`config.mk`:
```
export PLATFORM = sky130hd
export DESIGN_NAME = bfzad_front
export DESIGN_NICKNAME = d
export VERILOG_FILES = /design/src/bfzad_pkg.sv /design/src/bfzad_front.sv
export SDC_FILE = /design/constraint.sdc
export NUM_CORES = 1
export LEC_CHECK = 0
export BUFFER_PORTS_ARGS = -buffer_cell sky130_fd_sc_hd__buf_2
export CORE_MARGIN = 1
export CORE_UTILIZATION = 42
export CTS_CLUSTER_DIAMETER = 40
export DETAILED_ROUTE_END_ITERATION = 10
export GPL_TIMING_DRIVEN = 0
export PLACE_DENSITY = 0.71
export SLEW_MARGIN = 20
export SYNTH_ARGS = -nofsm -noshare
export SYNTH_HDL_FRONTEND = slang
export SYNTH_SLANG_ARGS = --single-unit
```
`constraint.sdc`:
```
create_clock -name i_clk -period 2.5 [get_ports i_clk]
set_input_delay 0.375 -clock i_clk [delete_from_list [all_inputs] [get_ports i_clk]]
set_output_delay 0.375 -clock i_clk [all_outputs]
set_load 0.01 [all_outputs]
```
`src/bfzad_pkg.sv`:
```
// Package: shared types and constants for the black-frame zone activity detector.
package bfzad_pkg;

    localparam int unsigned NITS_W   = 18;
    localparam int unsigned FRAC_W   = 16;
    localparam int unsigned GAMMA_W  = 16;
    localparam int unsigned MTHR_W   = 48;
    localparam int unsigned SUM_W    = 64;
    localparam int unsigned CFG_IDX_W = 3;

    // Register indexes
    localparam logic [CFG_IDX_W-1:0] REG_LIT_THR   = 3'd0;
    localparam logic [CFG_IDX_W-1:0] REG_DIM_THR   = 3'd1;
    localparam logic [CFG_IDX_W-1:0] REG_LIT_FRAC  = 3'd2;
    localparam logic [CFG_IDX_W-1:0] REG_DIM_FRAC  = 3'd3;
    localparam logic [CFG_IDX_W-1:0] REG_RULE      = 3'd4;
    localparam logic [CFG_IDX_W-1:0] REG_GAMMA     = 3'd5;
    localparam logic [CFG_IDX_W-1:0] REG_MEAN_THR  = 3'd6;

    // Classified zone handed from front to back
    typedef struct packed {
        logic              counted;
        logic              lit;
        logic              dim;
        logic              add_pow;
        logic [NITS_W-1:0] nits;
        logic              last;
    } t_zone;

    // Back-end sequencer states
    typedef enum logic [2:0] {
        ST_IDLE,
        ST_LOG,
        ST_MUL,
        ST_EXP,
        ST_CMP_A,
        ST_CMP_B,
        ST_DONE
    } t_state;

endpackage

```
`src/bfzad_front.sv`:
```
// Front end: takes zones, classifies them against thresholds and counts zones.
module bfzad_front
    import bfzad_pkg::*;
#(
    parameter int unsigned MAX_ZONES = 262144,
    parameter int unsigned CNT_W     = 19
) (
    input  logic              i_clk,
    input  logic              i_rst_n,
    input  logic              i_take,
    input  logic [NITS_W-1:0] i_nits,
    input  logic              i_last,
    input  logic [NITS_W-1:0] i_lit_thr,
    input  logic [NITS_W-1:0] i_dim_thr,
    input  logic              i_rule,
    output t_zone             o_zone,
    output logic [CNT_W-1:0]  o_zone_count
);

    logic [CNT_W-1:0] r_cnt, n_cnt;
    logic             w_room;

    assign w_room = (r_cnt < CNT_W'(MAX_ZONES));

    // Zone count, cleared by the last zone
    always_comb begin
        n_cnt = r_cnt;
        if (i_take) begin
            if (i_last) begin
                n_cnt = '0;
            end else if (w_room) begin
                n_cnt = r_cnt + 1'b1;
            end
        end
    end

    always_ff @(posedge i_clk) begin
        if (!i_rst_n) begin
            r_cnt <= '0;
        end else begin
            r_cnt <= n_cnt;
        end
    end

    // Classification
    always_comb begin
        o_zone.counted = w_room;
        o_zone.lit     = w_room && (i_nits > i_lit_thr);
        o_zone.dim     = w_room && (i_nits > i_dim_thr);
        o_zone.add_pow = w_room && i_rule && (i_nits != '0);
        o_zone.nits    = i_nits;
        o_zone.last    = i_last;
    end

    // Count including this zone, valid with o_zone
    assign o_zone_count = w_room ? r_cnt + 1'b1 : r_cnt;

endmodule

```
; Word-level counts from Yosys, hierarchy flattened
; Index checks and enable logic that the tools add are counted.
; W data, S select, Z words.
[op_classes]
n_lt_le_gt_ge = 3
multipliers = 0
bitwise_logic = 0
shifts = 0
addsub = 1
n_reduce_logical = 5
n_mux = 2
eq_ne = 0
div = 0
[ops]
columns = operator, n
row1 = $mux W19, 2
row2 = $gt A18 B18 Y1, 2
row3 = $add A19 B1 Y19 const B, 1
row4 = $lt A19 B19 Y1 const B, 1
row5 = $reduce_bool A18 Y1, 1
row6 = $logic_and A1 B1 Y1, 4
[totals]
ram_bits = 0
output_inout_bits = 42
word_cells = 12
register_bits = 19
latchBits = 0
romBits = 0
memories = 0

; Longest topological paths before layout
; Gate-level depths: netlist of run 1.
[depth]
depth_word = 3
ltp_mapped = 6

; Least setup slack after synthesis of run 1
; Ideal clock, no wire load.
[synth_timing]
kind = reg-to-output
from = reg r_cnt[3]
to = out o_zone_count[17]
arrival_time_ps = 1544
setup_slack_ps = 581
n_path_buf = 1
stages_incl_launch_ff = 6
cell_sequence = dfxtp_1 clkbuf_1 inv_1 or4_4 nor2_1 xor2_1
[synth_between]
elab_chain_len = 2
elab_cells_between_ends = 3
[synth_lines]
columns = element, line
row1 = from (decl), bfzad_front.sv:20  ; logic [CNT_W-1:0] r_cnt, n_cnt;
row2 = from (signal assigned), bfzad_front.sv:41  ; r_cnt <= n_cnt;
row3 = $add A19 B1 Y19 / $lt A19 B19 Y1 (equally long branches), "bfzad_front.sv:56, bfzad_front.sv:23"
row4 = $mux W19 *, -
row5 = to (decl), bfzad_front.sv:17  ; output logic [CNT_W-1:0] o_zone_count
; Mark *: on every way between the ends. The rest lies on a longest branch, timed or not.

; Final worst setup path of run 1
[layout_timing]
from = reg r_cnt[0]
to = out o_zone_count[14]
; Same word-level chain as after synthesis.

==> results of run 1 <==
==> how the worst max path moves through the flow <==
| stage | startpoint | end | cells after the start |
|---|---|---|---|
| 3_5_place_dp | r_cnt[0]$_SDFFE_PN0P_ | o_zone_count[16] | 6 |
| 2_1_floorplan | r_cnt[3]$_SDFFE_PN0P_ | o_zone_count[17] | 5 |
| 4_1_cts | r_cnt[0]$_SDFFE_PN0P_ | o_zone_count[16] | 6 |
| 5_1_grt | r_cnt[0]$_SDFFE_PN0P_ | o_zone_count[12] | 5 |
| 3_3_place_gp | r_cnt[0]$_SDFFE_PN0P_ | o_zone_count[16] | 6 |
| 6_report | r_cnt[0]$_SDFFE_PN0P_ | o_zone_count[14] | 5 |
==> what timing repair did <==
item | in CTS | in global routing
hold endpoints to repair | 0 | 0
hold buffers | 0 | 0
resized for setup | 0 | 2
buffers inserted | 0 | 0
endpoints found under the setup margin | 0 | 7
==> cell usage after synthesis, types with 2 or more instances <==
cell	count
nand2b_1	9
or4_1	2
a32o_1	3
o211ai_1	2
nand3_1	6
o21ai_0	8
buf_4	20
a22o_1	4
nand4_1	13
nor3_1	12
nand2_1	16
o31a_1	4
clkbuf_1	8
xnor2_1	10
inv_1	44
ha_1	37
a31oi_1	5
xor2_1	6
o21a_1	3
a221oi_1	3
or3_1	2
a21o_1	5
nor2_1	13
nor2b_1	3
a21oi_1	24
nor4_1	7
dfxtp_1	19
==> metrics by stage <==
| stage | std cells | worst slack [ns] | utilization (%) | cell area (um^2) |
|---|---|---|---|---|
| finish | 476 | 0.02913 | 56.85 | 2959 |
| global route | 476 | -0.1064 | 56.85 | 2959 |
| CTS | 477 | 0.001905 | 56.66 | 2949 |
| detailed placement | 473 | 0.2892 | 55.79 | 2904 |
| global placement | 473 | 0.3227 | 55.79 | 2904 |
| floorplan | 303 | 0.5810 | - | 2316 |
==> cell families after synthesis <==
logic type / count (synthesis) / synth area share, %
multiplexers: 1 / 0.4862
XOR/XNOR: 16 / 6.051
flip-flops: 19 / 16.42
adder cells (fa/ha/maj): 37 / 19.99
buffers and inverters: 73 / 15.13
AO/OA/AOI/OAI: 66 / 18.86
AND/OR/NAND/NOR: 91 / 23.07
==> worst max-delay path: stages (launching register included) <==
cell      delay (ns)
dfxtp_1         0.49
ha_1            0.26
nand4b_2        0.30
nor4_1          0.47
xor2_1          0.17
buf_2           0.14
==> report_power, final <==
group          total, W  leakage (nW)  switching, W  internal (W)
Sequential     0.000306         0.153    0.00000274      0.000304
Clock          0.000219        0.0228      0.000106      0.000113
Combinational  0.000283          1.43      0.000145      0.000138
Total          0.000809          1.61      0.000254      0.000555
==> layer usage <==
layer  vias to the layer above  wire length, um
li1                       1266                -
met1                      1097             2672
met5                         -                0
met4                         0               70
met2                        86             2839
met3                         7              363
==> layout make-up <==
type	instances	area (um^2)	share of cell area (%)
sequential	19	380.4	12.85
multi-input combinational	211	1599	54.04
buffer	28	181.4	6.131
inverter	44	165.2	5.581
timing repair buffer	100	500.5	16.91
tap	70	87.58	2.960
clock buffer	4	45.04	1.522
==> results_dict.tcl, run 1 <==
set metrics [dict create \
    status "complete, no violations" \
    yosysTopAreaCell "ha_1" \
    r2r_slack_ns 0.58 \
    grt_pass1_wl_um 10020 \
    die_w_um 76.26 \
    finalHoldViolCount 0 \
    dr.pass1.iters 6 \
    via_count 2456 \
    worstPathMaxFanout 9 \
    final_layout_size_suffix_gt1_share_pct 32.51 \
    min_path_type "in2reg" \
    grt_antenna_before_repair 0 \
    cp-end-kind "output port" \
    clk_latency_ns 0.26 \
    top_register "r_cnt" \
    slew_headroom_pct 60.93 \
    seq_area_frac_synth_pct 16.42 \
    cts.sink_count 19 \
    worstMarginPinSlew_ns 0.5838 \
    gr-total-overflow 0 \
    area_growth_pct 27.77 \
    synth-edff-count 0 \
    synth_nets 399 \
    fillers 508 \
    cp.arrival_ns 2.10 \
    layout_commonest_cell "buf_2" \
    p_per_area_nw_per_um2 273.4 \
    yosysTopAreaCellShare_pct 19.99 \
    start_util_pct 44.50 \
    dp_hpwl_um 4998 \
    layout_common_cells "buf_2 (101), inv_1 (44), ha_1 (37)" \
    yosys_register_bits 19 \
    wl_per_cell_um 12.49 \
    grt.total_usage_pct 20.73 \
    fin_crit_ns 2.471 \
    yosys_most_used_dff "dfxtp_1" \
    postRouteAntennaNets 0 \
    rsz0062_at_grt "true" \
    synth_cells 303 \
    hp-start "i_rst_n" \
    ir_worst_vdd_uv 137.5 \
    fp.coreArea_um2 5205 \
    path_clk_slew_ns 0.07 \
    maxCapViolCount 0 \
    root_buffer "clkbuf_8" \
    required_ns 2.12 \
    largest_reg_flops 19 \
    numCtsBuffers 3 \
    syn_area_um2 2316 \
    async_flop_share_pct 0 \
    drc 0 \
    fin_crit_sh_pct 98.83 \
    synth_area_leaders "ha_1 (20%), dfxtp_1 (16%), inv_1 (7.1%)" \
    syn_avg_cell_area_um2 7.643 \
    clock_path_buffers 2 \
    cp-start-kind "register" \
    design_power_total_w 0.0008089 \
    fin_nets 503 \
    timing.rr.start "r_cnt[0]$_SDFFE_PN0P_" \
    hold_depth 2 \
    grt_max_degree 11 \
    setup_violations 0 \
    rr_endpoint "r_cnt[14]$_SDFFE_PN0P_" \
    r2r_cells 5 \
    h-tree-depth 1 \
    io_buffers 100 \
    grt_pass1_vias 2251 \
    cts_tree "done" \
    dieArea_um2 5815 \
    busiest_layer "met2" \
    p_leak_nw 1.606 \
    yosysWarnings 0 \
    reg_top3 "r_cnt x19" \
    grtUsageMet3_pct 2.994 \
    fp-row-count 26 \
    whs_ns 0.4156 \
    min_to "r_cnt[4]$_SDFFE_PN0P_" \
    avgViaCountPerCell 5.160 \
    drt_iter0_markers 87 \
    met2_usage_pct 37.21 \
    slew_viol_final 0 \
    setup_tns_ns 0 \
    io_pins 101 \
    diodes 0 \
    synth_cell_types 42 \
    fp.dieH_um 76.26 \
    grtUsageMet1_pct 25.44 \
    skew_ns 0.003873 \
    wl_um 5945 \
    gp_congestion 0.8639 \
    critical_path_class "reg2out" \
    fmax_mhz 404.7 \
]
Note: power is estimated with default switching activity, not from simulation.
==> inputs of run 2 (changes only) <==
--- a/config.mk
+++ b/config.mk
@@ -5,13 +5,13 @@
 export SDC_FILE = /design/constraint.sdc
 export NUM_CORES = 1
 export LEC_CHECK = 0
-export BUFFER_PORTS_ARGS = -buffer_cell sky130_fd_sc_hd__buf_2
 export CORE_MARGIN = 1
-export CORE_UTILIZATION = 42
+export CORE_UTILIZATION = 30
 export CTS_CLUSTER_DIAMETER = 40
 export DETAILED_ROUTE_END_ITERATION = 10
+export DONT_BUFFER_PORTS = 1
 export GPL_TIMING_DRIVEN = 0
-export PLACE_DENSITY = 0.71
+export PLACE_DENSITY = 0.43
 export SLEW_MARGIN = 20
 export SYNTH_ARGS = -nofsm -noshare
 export SYNTH_HDL_FRONTEND = slang
==> run 2 against run 1 <==
Clock skew increased by 0.00055 ns. Cell area decreased by 14%. Global-route usage decreased by 5.3 points. Die area increased by 39%. Maximum frequency increased by 4.4%. Combinational power decreased by 28%. Power decreased by 9.1%. Critical path depth decreased by 1. Setup slack improved by 0.10 ns. Largest power group unchanged. Highest routed layer unchanged.
==> results_dict.tcl, run 2 (synthesis results as in run 1) <==
set metrics [dict create \
    status "complete, no violations" \
    p_sw_w 0.0002283 \
    io_buffers 0 \
    fmax_mhz 422.5 \
    fp-row-count 31 \
    path_clk_slew_ns 0.07 \
    cp.arrival_ns 1.99 \
    wl_per_cell_um 15.67 \
    gr-total-overflow 0 \
    numCtsBuffers 3 \
    dr.pass1.iters 4 \
    maxCapViolCount 0 \
    layout_commonest_cell "inv_1" \
    required_ns 2.12 \
    hold_depth 1 \
    gp_congestion 0.8197 \
    skew_ns 0.004428 \
    clock_path_buffers 2 \
    wl_um 6392 \
    die_w_um 89.86 \
    fin_crit_ns 2.367 \
    setup_violations 0 \
    layout_common_cells "inv_1 (44), ha_1 (37), a21oi_1 (24)" \
    reg_top3 "r_cnt x19" \
    min_path_type "in2reg" \
    slew_viol_final 0 \
    grt_max_degree 12 \
    io_pins 101 \
    grt_pass1_vias 1952 \
    cts_tree "done" \
    fin_nets 406 \
    drt_iter0_markers 94 \
    ir_worst_vdd_uv 148.3 \
    power_frac_seq_pct 41.6 \
    p_comb_share_pct 27.9 \
    p_leak_nw 1.230 \
    dieArea_um2 8075 \
    slew_headroom_pct 55.36 \
    fin_crit_sh_pct 94.68 \
    cp-end-kind "output port" \
    worstPathMaxFanout 10 \
    p_int_w 0.0005071 \
    grt_antenna_before_repair 0 \
    cts.sink_count 19 \
    critical_path_class "reg2out" \
    p_clk_share_pct 30.5 \
    holdBufCountCts 0 \
    via_count 2097 \
    top_register "r_cnt" \
    clk_latency_ns 0.26 \
    h-tree-depth 1 \
    fp.dieH_um 89.86 \
    avgViaCountPerCell 5.140 \
    diodes 0 \
    worstMarginPinSlew_ns 0.6671 \
    area_growth_pct 9.400 \
    largest_reg_flops 19 \
    cp-start-kind "register" \
    fp.coreArea_um2 7370 \
    whs_ns 0.2481 \
    postRouteAntennaNets 0 \
    p_per_area_nw_per_um2 290.3 \
    drc 0 \
    r2r_cells 5 \
    switching_share_pct 31.04 \
    grt.total_usage_pct 15.44 \
    dp_hpwl_um 5083 \
    setup_tns_ns 0 \
    finalHoldViolCount 0 \
    start_util_pct 31.43 \
    final_layout_size_suffix_gt1_share_pct 12.30 \
    grt_pass1_wl_um 10120 \
    root_buffer "clkbuf_8" \
]
[run 2: final timing paths]
check | slack (ns) | end | from
hold / removal | 0.25 | r_cnt[4]$_SDFFE_PN0P_ | i_rst_n
setup reg to reg | 0.61 | r_cnt[12]$_SDFFE_PN0P_ | r_cnt[0]$_SDFFE_PN0P_
setup / recovery | 0.13 | o_zone_count[17] | r_cnt[4]$_SDFFE_PN0P_
hold reg to reg | 0.51 | r_cnt[6]$_SDFFE_PN0P_ | r_cnt[6]$_SDFFE_PN0P_
[run 2: timing repair]
item / 4_1_cts / 5_1_grt
gates cloned: 0 / 0
pin swaps: 0 / 2
buffers inserted: 0 / 3
gates resized for setup: 1 / 3
setup endpoints to repair: 1 / 5
[run 2: per-layer routing]
metal  share of wire [%]  wire length (um)  vias up  GRT usage [%]
met4                0.42                27        0          2.016
met1                  50              3227      948          22.46
li1                    -                 -     1074              -
met2                  42              2671       73          23.08
met5                   0                 0        -              0
met3                 7.3               465        2          4.315
[run 2: layout make-up]
| class | instances | area, um^2 |
|---|---|---|
| Inverter | 44 | 165.2 |
| Fill cell | 813 | 4836 |
| Clock buffer | 3 | 41.29 |
| Clock inverter | 1 | 5.005 |
| Buffer | 28 | 181.4 |
| Multi-Input combinational cell | 211 | 1614 |
| Tap cell | 99 | 123.9 |
| Timing Repair Buffer | 3 | 22.52 |
| Sequential cell | 19 | 380.4 |
[run 2: power by group through the flow]
stage          registers (W)  logic [W]  clock network, W
2_1_floorplan       0.000313   0.000166                 0
3_3_place_gp        0.000313   0.000205                 0
3_5_place_dp        0.000313   0.000205                 0
4_1_cts             0.000306   0.000207          0.000237
5_1_grt             0.000306   0.000236          0.000251
6_report            0.000306   0.000205          0.000224
[run 2: metrics by stage]
stage | util [%] | total power, W | cells | worst slack [ns] | cell area (um^2)
2_1_floorplan | - | 0.0004786 | 303 | 0.5810 | 2316
3_3_place_gp | 33.11 | 0.0005184 | 402 | 0.2340 | 2440
3_5_place_dp | 33.11 | 0.0005187 | 402 | 0.2393 | 2440
4_1_cts | 33.82 | 0.0007503 | 406 | 0.009613 | 2492
5_1_grt | 34.38 | 0.0007935 | 408 | -0.02220 | 2534
6_report | 34.38 | 0.0007354 | 408 | 0.1330 | 2534
[run 2: critical path, stage by stage (launching register included)]
cell	delay, ns
dfxtp_1	0.43
nand3_2	0.30
or4_4	0.59
nor2_1	0.14
xor2_1	0.27
==> inputs of run 3 (changes only) <==
--- a/config.mk
+++ b/config.mk
@@ -6,12 +6,12 @@
 export NUM_CORES = 1
 export LEC_CHECK = 0
 export CORE_MARGIN = 1
-export CORE_UTILIZATION = 30
+export CORE_UTILIZATION = 40
 export CTS_CLUSTER_DIAMETER = 40
 export DETAILED_ROUTE_END_ITERATION = 10
 export DONT_BUFFER_PORTS = 1
 export GPL_TIMING_DRIVEN = 0
-export PLACE_DENSITY = 0.43
+export PLACE_DENSITY = 0.53
 export SLEW_MARGIN = 20
 export SYNTH_ARGS = -nofsm -noshare
 export SYNTH_HDL_FRONTEND = slang
==> run 3 against run 2 <==
Maximum frequency down 3.6%. Sequential power hardly changed. Sequential share of layout area grew 0.40 points. Largest cell class unchanged. Largest power group unchanged. Cell count decreased by 7.4%. Critical endpoint is now o_zone_count[16]. First-iteration DRC count decreased by 1.1%. Sequential cell count unchanged. Global-route usage is 3.0 points higher. Core utilization grew 10 points. Non-clock buffer count decreased by 3.
==> results_dict.tcl, run 3 (synthesis results as in run 1) <==
set metrics [dict create \
    gr-total-overflow 0 \
    fin_crit_ns 2.454 \
    rsz0062_at_grt "true" \
    status "complete, no violations" \
    final_layout_size_suffix_gt1_share_pct 10.78 \
    r2r_cells 5 \
    wl_per_cell_um 14.96 \
    worstMarginPinSlew_ns 0.6372 \
    grt.total_usage_pct 18.40 \
    slew_headroom_pct 57.36 \
    r2r_slack_ns 0.53 \
    fp-row-count 27 \
    fmax_mhz 407.4 \
    fin_crit_sh_pct 98.17 \
    critPathSlowestCell "dfxtp_1" \
    fp.dieH_um 78.09 \
    clk_latency_ns 0.25 \
    fp.coreArea_um2 5540 \
    area_growth_pct 6.537 \
    grt_max_degree 11 \
    root_buffer "clkbuf_8" \
    setup_violations 0 \
    design_power_total_w 0.0007214 \
    layout_common_cells "inv_1 (44), ha_1 (37), a21oi_1 (24)" \
    seqCellArea_um2 380.4 \
    dieArea_um2 6098 \
    drc 0 \
    maxCapViolCount 0 \
    cts.sink_count 19 \
    wl_um 5656 \
    fillers 604 \
    h-tree-depth 1 \
    hold_depth 1 \
    reg_top3 "r_cnt x19" \
    cp-end-kind "output port" \
    grt_pass1_wl_um 9073 \
    diodes 0 \
    dr.pass1.iters 4 \
    holdBufCountCts 0 \
    max_stage_delay_ns 0.49 \
    min_path_type "in2reg" \
    numCtsBuffers 3 \
    dp_slack_ns 0.2798 \
    critical_path_class "reg2out" \
    p_leak_nw 1.185 \
    start_util_pct 41.80 \
    worstPathMaxFanout 9 \
    finalNonFillerCells 378 \
    fin_nets 403 \
    cp-start-kind "register" \
    slew_viol_final 0 \
    avgViaCountPerCell 5.542 \
    required_ns 2.12 \
    drt_iter0_markers 93 \
    io_buffers 0 \
    dp_cells 375 \
    clock_path_buffers 2 \
    largest_reg_flops 19 \
    gp_congestion 0.7986 \
    postRouteAntennaNets 0 \
    multi_input_area_um2 1605 \
    ir_worst_vdd_uv 155.5 \
    cts_tree "done" \
    cts_setup_buffers 0 \
    worstPathCellList "ha_1 -> nand4b_2 -> nor3_4 -> nand2_1 -> xnor2_1" \
    path_clk_slew_ns 0.07 \
    postCtsResizedCells 0 \
    io_pins 101 \
    via_count 2095 \
    p_per_area_nw_per_um2 292.4 \
    skew_ns 0.002571 \
    top_register "r_cnt" \
    grt_antenna_before_repair 0 \
    grt_pass1_vias 1896 \
    cp.arrival_ns 2.08 \
    die_w_um 78.09 \
    finalHoldViolCount 0 \
    layout_commonest_cell "inv_1" \
    setup_slack_ns 0.04568 \
    dp_hpwl_um 4622 \
]
==> run 3: final timing paths <==
check	from	to
max	r_cnt[0]$_SDFFE_PN0P_	o_zone_count[16]
min	i_rst_n	r_cnt[4]$_SDFFE_PN0P_
max reg2reg	r_cnt[0]$_SDFFE_PN0P_	r_cnt[12]$_SDFFE_PN0P_
min reg2reg	r_cnt[6]$_SDFFE_PN0P_	r_cnt[6]$_SDFFE_PN0P_
==> run 3: report_power, final <==
group	internal [W]	leakage [nW]	switching, W
Sequential	0.000304	0.153	0.00000273
Clock	0.000113	0.0228	0.000102
Combinational	0.0000922	1.01	0.000107
Total	0.000509	1.18	0.000212
==> run 3: layout make-up <==
type,count,area share (%)
Clock buffer,4,1.826
Inverter,44,6.694
Tap cell,72,3.651
Buffer,28,7.353
Multi-Input combinational cell,211,65.06
Sequential cell,19,15.42
==> run 3: through the flow <==
| step | utilization (%) | hold slack (ns) | TNS (ns) | instance area [um^2] |
|---|---|---|---|---|
| 2_1_floorplan | - | 0.4624 | 0 | 2316 |
| 3_3_place_gp | 43.43 | 0.4981 | 0 | 2406 |
| 3_5_place_dp | 43.43 | 0.5023 | 0 | 2406 |
| 4_1_cts | 44.24 | 0.2326 | 0 | 2451 |
| 5_1_grt | 44.53 | 0.2333 | -0.1208 | 2467 |
| 6_report | 44.53 | 0.2436 | 0 | 2467 |
==> run 3: routing by layer <==
layer / global-route usage, % / routed length (um) / up-vias
met4: 3.519 / 42 / 0
met3: 4.419 / 354 / 4
met5: 0 / 0 / -
met1: 23.69 / 2644 / 951
met2: 31.23 / 2614 / 73
li1: - / - / 1067
==> run 3: critical path: cells and delay by family, from the launching register on <==
| family | cells | cell delay [ns] |
|---|---|---|
| AND/OR/NAND/NOR | 3 | 0.79 |
| flip-flops | 1 | 0.49 |
| XOR/XNOR | 1 | 0.29 |
| adder cells (fa/ha/maj) | 1 | 0.26 |
