`src/bfzad_pkg.sv`:
```
// Package: shared types and constants for the black-frame zone activity detector.
package bfzad_pkg;

    localparam int unsigned NITS_W   = 18;
    localparam int unsigned FRAC_W   = 16;
    localparam int unsigned GAMMA_W  = 16;
    localparam int unsigned MTHR_W   = 48;
    localparam int unsigned SUM_W    = 64;
    localparam int unsigned CFG_IDX_W = 3;

    // Register indexes
    localparam logic [CFG_IDX_W-1:0] REG_LIT_THR   = 3'd0;
    localparam logic [CFG_IDX_W-1:0] REG_DIM_THR   = 3'd1;
    localparam logic [CFG_IDX_W-1:0] REG_LIT_FRAC  = 3'd2;
    localparam logic [CFG_IDX_W-1:0] REG_DIM_FRAC  = 3'd3;
    localparam logic [CFG_IDX_W-1:0] REG_RULE      = 3'd4;
    localparam logic [CFG_IDX_W-1:0] REG_GAMMA     = 3'd5;
    localparam logic [CFG_IDX_W-1:0] REG_MEAN_THR  = 3'd6;

    // Classified zone handed from front to back
    typedef struct packed {
        logic              counted;
        logic              lit;
        logic              dim;
        logic              add_pow;
        logic [NITS_W-1:0] nits;
        logic              last;
    } t_zone;

    // Back-end sequencer states
    typedef enum logic [2:0] {
        ST_IDLE,
        ST_LOG,
        ST_MUL,
        ST_EXP,
        ST_CMP_A,
        ST_CMP_B,
        ST_DONE
    } t_state;

endpackage

```
`src/bfzad_fifo.sv`:
```
// Short queue between front and back ends.
module bfzad_fifo
    import bfzad_pkg::*;
#(
    parameter int unsigned W = 8
) (
    input  logic         i_clk,
    input  logic         i_rst_n,
    input  logic         i_push,
    input  logic [W-1:0] i_data,
    output logic         o_full,
    input  logic         i_pop,
    output logic         o_empty,
    output logic [W-1:0] o_data
);

    logic [W-1:0] r_mem [4];
    logic [1:0]   r_wp, r_rp;
    logic [2:0]   r_n;

    assign o_full  = (r_n == 3'd4);
    assign o_empty = (r_n == 3'd0);
    assign o_data  = r_mem[r_rp];

    always_ff @(posedge i_clk) begin
        if (i_push && !o_full) begin
            r_mem[r_wp] <= i_data;
        end
    end

    always_ff @(posedge i_clk) begin
        if (!i_rst_n) begin
            r_wp <= '0;
            r_rp <= '0;
            r_n  <= '0;
        end else begin
            if (i_push && !o_full) begin
                r_wp <= r_wp + 1'b1;
            end
            if (i_pop && !o_empty) begin
                r_rp <= r_rp + 1'b1;
            end
            r_n <= r_n + 3'((i_push && !o_full) ? 1 : 0) - 3'((i_pop && !o_empty) ? 1 : 0);
        end
    end

endmodule

```
`config.mk`:
```
export PLATFORM = sky130hd
export DESIGN_NAME = bfzad_fifo
export DESIGN_NICKNAME = d
export VERILOG_FILES = /design/src/bfzad_pkg.sv /design/src/bfzad_fifo.sv
export SDC_FILE = /design/constraint.sdc
export NUM_CORES = 1
export LEC_CHECK = 0
export CAP_MARGIN = 0
export CORE_UTILIZATION = 45
export DETAILED_ROUTE_END_ITERATION = 16
export DONT_BUFFER_PORTS = 1
export PLACE_DENSITY = 0.7
export SYNTH_ARGS = -nofsm -noshare
export SYNTH_HDL_FRONTEND = slang
export SYNTH_SLANG_ARGS = --single-unit
export TNS_END_PERCENT = 1
```
`constraint.sdc`:
```
create_clock -name i_clk -period 1.9 [get_ports i_clk]
set_input_delay 0.095 -clock i_clk [delete_from_list [all_inputs] [get_ports i_clk]]
set_output_delay 0.095 -clock i_clk [all_outputs]
set_load 0.02 [all_outputs]
```
Word level (Yosys, flattened, before mapping)
Memory sizes are Yosys's and may differ from the RTL's. A register that Yosys moved wholly into a read port is not among the register bits.
Cells that the tools add are included.

operators by class
  equal/unequal tests = 1
  mux-type cells = 6
  reduce and logical (&&, ||, !) cells = 5
  $add $sub $neg = 4

operators with widths
  cell                                          count
  adder 2 x 1 -> 2 bit (second input constant)  2
  2-to-1 mux 1 bit                              4
  2-to-1 mux 2 bit                              2
  adder 3 x 1 -> 3 bit                          1
  equality test 3 bit (second input constant)   1
  logical NOT 3 bit                             1
  subtractor 3 x 1 -> 3 bit                     1
  logical AND 1 bit                             2
  logical NOT 1 bit                             2

storage, ports and cells
  output and inout bits = 10
  memories kept = 1
  bits of input ports = 12
  logic and storage cells = 20
  register bits after elaboration = 7
  RAM bits = 32

memory list
  memory  depth  width  read ports  clocked after Yosys merged registers in  write ports  RTL line          source
  r_mem   4      8      1           1                                        1            bfzad_fifo.sv:17  logic [W-1:0] r_mem [4];

Longest topological paths before layout
Gate-level depths: netlist (run 1).

  word-level depth = 6
  depth in mapped cells = 11
  gate-level depth less buffers = 10

Worst setup path after synthesis (run 1)
No wires, ideal clock.

  path kind = flip-flop to flip-flop
  start = reg r_n[1]
  end = reg r_n[2]
  clock period less this slack = 2.273 ns
  arrival time = 2.158 ns
  required time = 1.785 ns
  slack = -0.373 ns
  path buffers = 0
  stages on the path, launching flop included = 10
  setup time = 0.115 ns
  cells stage by stage = dfxtp_1 nor3_2 nor2b_1 ha_1 inv_1 ha_1 fa_1 xor2_1 xnor2_1 and2_1

on the way
  elaborated cells between the ends (all ways) = 10
  classes of those cells = 2 x add/sub; 1 x eq/ne; 2 x mux; 5 x reduce/logical

RTL lines
  what                       RTL line          source
  start, declared            bfzad_fifo.sv:19  logic [2:0] r_n;
  start signal, assigned     bfzad_fifo.sv:43  r_n <= r_n + 3'((i_push && !o_full) ? 1 : 0) - 3'((i_pop && !o_empty) ? 1 : 0);
  logical NOT 3 bit          bfzad_fifo.sv:22  assign o_empty = (r_n == 3'd0);
  named net o_empty          bfzad_fifo.sv:13  output logic o_empty,
  logical NOT 1 bit          bfzad_fifo.sv:43
  logical AND 1 bit          bfzad_fifo.sv:43
  2-to-1 mux 1 bit           bfzad_fifo.sv:43
  subtractor 3 x 1 -> 3 bit  bfzad_fifo.sv:43

The timed path passes the listed nets, and every way through them passes these cells.
A chain may end at the register's enable or synchronous reset.

Final worst setup path (run 1)
  start = reg r_n[2]
  end = reg r_n[2]

on the way
  cells in the longest elaborated chain, start to end = 6
  elaborated cells between the ends (all ways) = 10
  classes of those cells = 2 x add/sub; 1 x eq/ne; 2 x mux; 5 x reduce/logical

ends and longest elaborated chain
  what                         RTL line          source
  equality test 3 bit          bfzad_fifo.sv:21  assign o_full = (r_n == 3'd4);
  logical NOT 1 bit            bfzad_fifo.sv:43
  logical AND 1 bit            bfzad_fifo.sv:43
  2-to-1 mux 1 bit             bfzad_fifo.sv:43
  adder 3 x 1 -> 3 bit         bfzad_fifo.sv:43
  subtractor 3 x 1 -> 3 bit *  bfzad_fifo.sv:43

Mark *: on every way between the ends. The rest lies on a longest branch, timed or not.

==> run metrics, run 1 <==
layer with the highest usage=met2; synth top area cells=edfxtp_1 59%, dfxtp_1 11%, mux4_2 11%, ha_1 4.6%, and2_1 2.7%; Area growth syn-to-layout=18.8%; Seq cells post-synth=41; DIE AREA=roughly 3900 um2; slew margin rel.=a little over two thirds; grt ovf=0; io pins=22; cell area power density=1260 nW/um2; final WL=approximately 2.6 mm; f_max=485 MHz; design area=approximately 1900 um2; hpwl dp=between 1.5 and 2 mm; worst-skew pair later-pin latency=between 0.3 and 0.4 ns; Tightest Pin Transition=~0.44 ns; initial antenna violation count=0; Synth Flop Type=edfxtp_1; met2 GRT Util=28.2%; average cell area after synthesis=~18 um2; Crit Path Max Fanout=3; CP arrival=approximately 2.3 ns; failing checks=negative setup slack; EDFF count, synth=32; gp weighted congestion=between 0.6 and 0.7; Core ar.=3420 um2; CTS clock-pin slew for the worst setup and hold paths=0.12 ns; RSZ-0062 raised after global routing=true; area leader, netlist=edfxtp_1; Port Buffers=0; crit path launch=r_n[2]; met3 usage=roughly 4.2%; layout net count=about 130; Post-synth ARST share=0%; CTS tree=built; H-tree lvl count=2; Die X=around 62 um; Synth top area share=approximately three fifths; Critical Path RT=~2.1 ns; clock root cell=clkbuf_4; die span in y=between 60 and 70 um; critical path type=reg2reg; most frequent cell after synthesis=edfxtp_1; Fin Clk Skew=a little over 0.009 ns; drt initial violations=37; Ys Warns=0; Worst Hold Slack=around 0.17 ns; largest net degree at the start of global routing=14; sequential fraction of the synthesis area=69.8%; post-layout min period=between 2 and 2.5 ns; placed cell area=1750 um2; Max Root-Sink Buffers=2; GRT Total Usage=approximately 15%; # setup viols final=2; number of global-route vias before repair=between 800 and 900; Lkg Pwr=around 0.67 nW; clk sinks=41; CP startpoint kind=flip-flop; Synth top cells by count=32 x edfxtp_1, 9 x dfxtp_1, 8 x mux4_2, 7 x and2_1; # diodes=0; crit end category=flip-flop; syn_nets=112; Peak VDD IR=~0.73 mV; number of standard cells in the final layout excluding fillers=between 150 and 200; R2R Path Start=r_n[2]; post-synthesis cell count=93; setup ws final=-0.161 ns; Slew Limit Fails=0; Initial Util=between 40% and 50%; Routed Antenna Nets=0; max cap viols=0; period utilisation layout=108%; # rows=21; total CTS buffers=5; global-route wire length before repair=between 4 and 5 mm; Cell variety after synth=20; worst r2r path cells=10; GRT met1 Usage=around 16%; worst hold stages=3; outcome=finished, violations left; share of layout cells above drive strength 1=27.2%; via count=805; residual DRC count=0; final hold vios=0; Vias/cell=between 5 and 6; synthesized area=approximately 1600 um2; post-CTS setup buffers=0; min-delay src=i_pop; Hold Path Class=in2reg; routed len/inst=approximately 16 um; Initial DRT Pass Iterations=4; placed instance count=around 140
==> placed cells by master (no fill, tap or decap), drive strengths merged <==
master / instances
nand4bb: 1
and2: 7
inv: 6
mux2i: 2
ha: 6
edfxtp: 32
nor2b: 2
buf: 7
mux4: 8
o21ai: 3
xor2: 1
clkbuf: 6
nor3b: 1
a21boi: 1
dfxtp: 9
dlygate4sd3: 10
nor3: 1
fa: 1
nand2: 6
or3: 1
clkinvlp: 1
bufinv: 1
xnor2: 1
==> logic make-up (layout without fill, tap and decap cells) <==
kind of cell / after synthesis / in the layout / synth area share [%]
mux: 10 / 10 / 12.2
compound gates: 4 / 4 / 1.38
flops: 41 / 41 / 69.8
simple gates: 19 / 19 / 7.27
buf+inv: 10 / 31 / 2.45
fa+ha+maj: 7 / 7 / 5.81
xor+xnor: 2 / 2 / 1.07
==> sequential cells by signal, summed over array words and instances, names as in the netlist, named ones only <==
signal,flops
r_mem,32
r_n,3
r_wp,2
r_rp,2
==> where the power goes <==
part / leakage [nW] / internal [W] / switching, W / total (W)
clock network: 0.0445 / 0.000313 / 0.000264 / 0.000577
logic: 0.259 / 0.000320 / 0.000368 / 0.000687
registers: 0.368 / 0.00110 / 0.0000776 / 0.00118
total: 0.672 / 0.00174 / 0.000709 / 0.00245
==> metal layers <==
metal	vias up	routed length [um]
li1	383	-
met1	400	993
met2	17	1430
met3	5	86
met4	0	38
met5	-	0
==> worst paths after layout <==
| check | slack [ns] | endpoint |
|---|---|---|
| min reg2reg | 0.50 | r_rp[1] |
| max reg2reg | -0.16 | r_n[2] |
| max | -0.16 | r_n[2] |
| min | 0.17 | r_rp[0] |
==> stage by stage <==
stage / total power [W] / setup WS (ns) / TNS (ns) / utilization (%)
floorplan: 0.00169 / -0.224 / -0.353 / -
global placement: 0.00183 / -0.0842 / -0.0842 / 51.1
detailed placement: 0.00187 / -0.162 / -0.162 / 51.1
CTS: 0.00248 / -0.183 / -0.198 / 56.7
global route: 0.00258 / -0.247 / -0.357 / 56.9
finish: 0.00245 / -0.161 / -0.185 / 56.9
==> timing repair <==
| item | CTS | global route |
|---|---|---|
| endpoints found under the hold margin | 41 | 0 |
| endpoints found under the setup margin | 2 | 2 |
| hold buffers | 10 | 0 |
| pin swaps | 0 | 0 |
| gates resized for setup | 1 | 2 |
==> area by class of cell <==
| cell class | instances | area [um2] |
|---|---|---|
| Tap cell | 46 | 57.6 |
| Clock buffer | 6 | 51.3 |
| Clock inverter | 2 | 37.5 |
| Timing Repair Buffer | 17 | 153 |
| Inverter | 6 | 22.5 |
| Sequential cell | 41 | 1150 |
| Multi-Input combinational cell | 42 | 474 |
| Fill cell | 271 | 1470 |
==> worst max-delay path, stage by stage (launching register included) <==
cell     delay [ns]
dfxtp_4        0.38
nor3b_4        0.16
nor2b_2        0.14
inv_1          0.06
ha_1           0.27
inv_1          0.04
ha_2           0.16
fa_2           0.33
xor2_1         0.15
xnor2_1        0.12
and2_1         0.16
No activity file was read; power rests on OpenSTA's default activity.
==> inputs of run 2 (changes only) <==
--- a/config.mk
+++ b/config.mk
@@ -9,6 +9,7 @@
 export CORE_UTILIZATION = 45
 export DETAILED_ROUTE_END_ITERATION = 16
 export DONT_BUFFER_PORTS = 1
+export MAX_ROUTING_LAYER = met4
 export PLACE_DENSITY = 0.7
 export SYNTH_ARGS = -nofsm -noshare
 export SYNTH_HDL_FRONTEND = slang
==> run metrics, run 2 (synthesis gave the netlist of run 1 again) <==
routed len/inst=15.9 um (-0.20%); CP arrival=2.30 ns (about the same); Max Root-Sink Buffers=2 (unchanged); CTS tree=built; slew margin rel.=70.4% (-0.24 points); Peak VDD IR=0.734 mV (about the same); io pins=22 (unchanged); number of global-route vias before repair=892 (-0.56%); Largest Register=r_mem; Slew Limit Fails=0 (unchanged); # diodes=0 (unchanged); final hold vios=0 (unchanged); residual DRC count=0 (unchanged); layout net count=132 (unchanged); clock root cell=clkbuf_4; setup_tns=-0.186 ns (-0.000943 ns); Port Buffers=0 (unchanged); critical path type=reg2reg; global-route wire length before repair=4.25 mm (+0.16%); Die X=62.3 um (unchanged); DP Worst Slack=-0.162 ns (unchanged); Core ar.=3420 um2 (unchanged); Crit Path Max Fanout=3 (unchanged); RSZ-0062 raised after global routing=true; fillers=271 (unchanged); FF-to-FF End=r_n[2]; f_max=485 MHz (about the same); DIE AREA=3880 um2 (unchanged); gp weighted congestion=0.704 (+1.1%); Area growth syn-to-layout=18.8% (unchanged); Reg2Reg Setup Slack=-0.16 ns (about the same); Fin Clk Skew=0.00671 ns (-0.00247 ns); min-delay src=i_pop; Initial DRT Pass Iterations=4 (unchanged); number of standard cells in the final layout excluding fillers=160 (unchanged); grt ovf=0 (unchanged); R2R Path Start=r_n[2]; most frequent cells in the layout=32 x edfxtp_1, 10 x dlygate4sd3_1, 8 x mux4_2; largest net degree at the start of global routing=14 (unchanged); cell area power density=1260 nW/um2 (about the same); Tightest Pin Transition=0.444 ns (+0.00363 ns); final core utilization=56.9% (unchanged); CP startpoint kind=flip-flop; GRT Total Usage=15.9% (+0.70 points); Vias/cell=4.99 (-0.87%); Hold Path Class=in2reg; share of layout cells above drive strength 1=27.2% (unchanged); setup ws final=-0.162 ns (-0.000543 ns); # setup viols final=2 (unchanged); Initial Util=47.9% (unchanged); drt initial violations=39 (+5.4%); max FFs per register=32 (unchanged); # rows=21 (unchanged); worst r2r path cells=10 (unchanged); Critical Path RT=2.14 ns (about the same); Sequential Area=1150 um2 (unchanged); commonest non-fill, non-tap cell in the layout=edfxtp_1; Worst Hold Slack=0.172 ns (-0.00298 ns); crit end category=flip-flop; max cap viols=0 (unchanged); hpwl dp=1.73 mm (unchanged); final WL=2.55 mm (-0.20%); Routed Antenna Nets=0 (unchanged); worst hold stages=3 (unchanged); H-tree lvl count=2 (unchanged); Largest regs=r_mem x32, r_n x3; failing checks=negative setup slack; area of the multi-input gates=474 um2 (unchanged); outcome=finished, violations left; initial antenna violation count=0 (unchanged); hold endpoint=r_rp[0]; CTS clock-pin slew for the worst setup and hold paths=0.12 ns (about the same); period utilisation layout=109% (about the same); post-CTS setup buffers=0 (unchanged); via count=798 (-0.87%); placed instance count=142 (unchanged); total CTS buffers=5 (unchanged); clk sinks=41 (unchanged); die span in y=62.3 um (unchanged); post-layout min period=2.06 ns (+0.000543 ns); Lkg Pwr=0.672 nW (unchanged); worst-skew pair later-pin latency=0.33 ns (about the same)
-- run 2: cell counts in the layout (fill, tap and decap cells not counted) --
Identical to the previous run, type by type.
-- run 2: repair_timing --
action                                  in CTS  in global routing
gates resized for setup                      1                  2
pin swaps                                    0                  0
hold endpoints to repair                    41                  0
hold buffers                                10                  0
endpoints found under the setup margin       2                  2
-- run 2: through the flow --
stage | power, W | instance area (um2)
global placement | 0.00183 | 1750
CTS | 0.00248 | 1940
finish | 0.00245 | 1940
floorplan | 0.00169 | 1650
detailed placement | 0.00187 | 1750
global route | 0.00259 | 1940
-- run 2: how the worst max path moves through the flow --
| stage | startpoint | endpoint | cells past startpoint | slack (ns) |
|---|---|---|---|---|
| finish | r_n[2] | r_n[2] | 10 | -0.16 |
| global placement | r_n[2] | r_n[2] | 10 | -0.08 |
| floorplan | r_n[1] | r_n[2] | 9 | -0.22 |
| CTS | r_n[2] | r_n[2] | 10 | -0.18 |
| detailed placement | r_n[2] | r_n[2] | 10 | -0.16 |
| global route | r_n[2] | r_n[2] | 10 | -0.25 |
-- run 2: where the power goes --
part,leakage [nW],switching (W),internal [W]
combinational,0.259,0.000367,0.000320
clock,0.0445,0.000265,0.000313
sequential,0.368,0.0000776,0.00110
total,0.672,0.000710,0.00174
-- run 2: cell type report --
type,instances,area share (%)
flip-flops and latches,41,59.0
multi-input cells,42,24.4
repair buffers,17,7.86
well taps,46,2.96
clock buffers,6,2.64
clock inverters,2,1.93
inverters,6,1.16
-- run 2: routing by layer --
layer / vias to the layer above / part of all wire (%) / global-route usage (%)
li1: 383 / - / -
met1: 397 / 39 / 15.8
met2: 16 / 56 / 28.2
met3: 2 / 3.5 / 6.25
met4: 0 / 0.71 / 5.23
met5: - / 0 / -
-- run 2: critical path, cell delays in order, from the launching register on --
cell     delay [ns]
dfxtp_4        0.38
nor3b_4        0.16
nor2b_2        0.14
inv_1          0.06
ha_1           0.27
inv_1          0.04
ha_2           0.16
fa_2           0.33
xor2_1         0.15
xnor2_1        0.12
and2_1         0.16
==> inputs of run 3 (changes only) <==
--- a/config.mk
+++ b/config.mk
@@ -11,6 +11,7 @@
 export DONT_BUFFER_PORTS = 1
 export MAX_ROUTING_LAYER = met4
 export PLACE_DENSITY = 0.7
+export REMOVE_ABC_BUFFERS = 1
 export SYNTH_ARGS = -nofsm -noshare
 export SYNTH_HDL_FRONTEND = slang
 export SYNTH_SLANG_ARGS = --single-unit
==> run metrics, run 3 (synthesis gave the netlist of run 1 again) <==
drt initial violations=40 (+2.6%); via count=811 (+1.6%); crit end category=flip-flop; Lkg Pwr=0.664 nW (-1.1%); layout net count=132 (unchanged); io pins=22 (unchanged); most frequent cells in the layout=32 x edfxtp_1, 10 x dlygate4sd3_1, 8 x mux4_2; Hold Path Class=in2reg; Initial DRT Pass Iterations=4 (unchanged); slew margin rel.=70.6% (+0.18 points); setup ws final=-0.168 ns (-0.00642 ns); Critical Path RT=2.14 ns (about the same); final core utilization=56.2% (-0.66 points); worst-skew pair later-pin latency=0.33 ns (about the same); gp weighted congestion=0.753 (+6.9%); Net Sw Power=0.000687 W (-3.2%); final hold vios=0 (unchanged); post-layout min period=2.07 ns (+0.00642 ns); Initial Util=47.9% (unchanged); final WL=2.43 mm (-4.4%); Largest regs=r_mem x32, r_n x3; critical path type=reg2reg; Port Buffers=0 (unchanged); worst hold stages=3 (unchanged); sw frac=29.0% (-0.061 points); Crit Path Max Fanout=3 (unchanged); DIE AREA=3880 um2 (unchanged); DP Worst Slack=-0.222 ns (-0.0601 ns); Area growth syn-to-layout=17.4%; Routed Antenna Nets=0 (unchanged); total CTS buffers=5 (unchanged); max cap viols=0 (unchanged); Fin Clk Skew=0.0152 ns (+0.00850 ns); max FFs per register=32 (unchanged); Tightest Pin Transition=0.441 ns (-0.00274 ns); CTS tree=built; Largest Register=r_mem; register share of total power=49.4% (+1.1 points); clock root cell=clkbuf_4; Peak VDD IR=0.560 mV (-24%); routed len/inst=15.2 um (-4.4%); Max Root-Sink Buffers=2 (unchanged); Worst Hold Slack=0.0204 ns (-0.151 ns); Die X=62.3 um (unchanged); largest net degree at the start of global routing=13 (-1); global-route wire length before repair=4.05 mm (-4.7%); residual DRC count=0 (unchanged); RSZ-0062 raised after global routing=true; worst r2r path cells=10 (unchanged); number of standard cells in the final layout excluding fillers=160 (unchanged); CP arrival=2.31 ns (about the same); # diodes=0 (unchanged); number of global-route vias before repair=891 (-0.11%); H-tree lvl count=2 (unchanged); clock group share of total power=22.2% (-1.4 points); Core ar.=3420 um2 (unchanged); # setup viols final=1 (-1); die span in y=62.3 um (unchanged); # rows=21 (unchanged); CTS clock-pin slew for the worst setup and hold paths=0.11 ns (about the same); Vias/cell=5.07 (+1.6%); cell area power density=1230 nW/um2 (-1.9%); share of layout cells above drive strength 1=25.4% (-1.8 points); Slew Limit Fails=0 (unchanged); CP startpoint kind=flip-flop; grt ovf=0 (unchanged); commonest non-fill, non-tap cell in the layout=edfxtp_1; outcome=finished, violations left; failing checks=negative setup slack; combinational share of power=28.4% (+0.3 points); Int Pwr=0.00168 W (-3.0%); GRT Total Usage=15.0% (-0.88 points); period utilisation layout=109% (+0.34 points); f_max=483 MHz (-0.31%); clk sinks=41 (unchanged); initial antenna violation count=0 (unchanged); placed instance count=142 (unchanged); hpwl dp=1.65 mm (-4.4%)
run 3: path summary, 6_finish.rpt:
kind / start / end / slack [ns]
setup / recovery: r_n[2] / r_n[2] / -0.17
hold / removal: i_pop / r_rp[1] / 0.02
setup reg to reg: r_n[2] / r_n[2] / -0.17
hold reg to reg: r_rp[0] / r_rp[0] / 0.51
run 3: metal layers:
layer,wire (um),global-route usage (%),share of wire (%),up-vias
met3,119,5.70,4.9,2
met1,987,15.8,41,409
met4,27,6.10,1.1,0
li1,-,-,-,383
met5,0,-,0,-
met2,1300,25.1,53,17
run 3: critical path: stages, from the launching register on:
cell	delay, ns
dfxtp_2	0.35
nor3b_4	0.15
nor2b_2	0.13
inv_1	0.05
ha_1	0.27
inv_1	0.04
ha_2	0.17
fa_2	0.35
xor2_1	0.18
xnor2_1	0.13
and2_1	0.15
run 3: power groups by stage:
stage / registers (W) / logic [W] / clock network [W]
5_1_grt: 0.00119 / 0.000738 / 0.000577
2_1_floorplan: 0.00119 / 0.000453 / 0
3_5_place_dp: 0.00118 / 0.000645 / 0
6_report: 0.00117 / 0.000672 / 0.000527
3_3_place_gp: 0.00117 / 0.000617 / 0
4_1_cts: 0.00116 / 0.000675 / 0.000540
run 3: through the flow:
| stage | total power [W] | cell area (um2) | TNS (ns) |
|---|---|---|---|
| after global placement | 0.00179 | 1730 | -0.110 |
| final | 0.00237 | 1920 | -0.168 |
| after global routing | 0.00250 | 1920 | -0.369 |
| after CTS | 0.00238 | 1910 | -0.169 |
| after floorplan | 0.00164 | 1620 | -0.528 |
| after detailed placement | 0.00183 | 1730 | -0.222 |
run 3: repair_timing:
| action | 4_1_cts | 5_1_grt |
|---|---|---|
| resized for setup | 3 | 4 |
| hold endpoints to repair | 41 | 0 |
| endpoints found under the setup margin | 2 | 2 |
| buffers inserted | 0 | 0 |
| hold buffers | 10 | 0 |
| pin swaps | 0 | 3 |
run 3: cell type report:
cell class	count	area, um2
Tap cell	46	57.6
Sequential cell	41	1140
Inverter	6	22.5
Clock inverter	2	33.8
Fill cell	284	1500
Timing Repair Buffer	17	153
Multi-Input combinational cell	42	468
Clock buffer	6	41.3
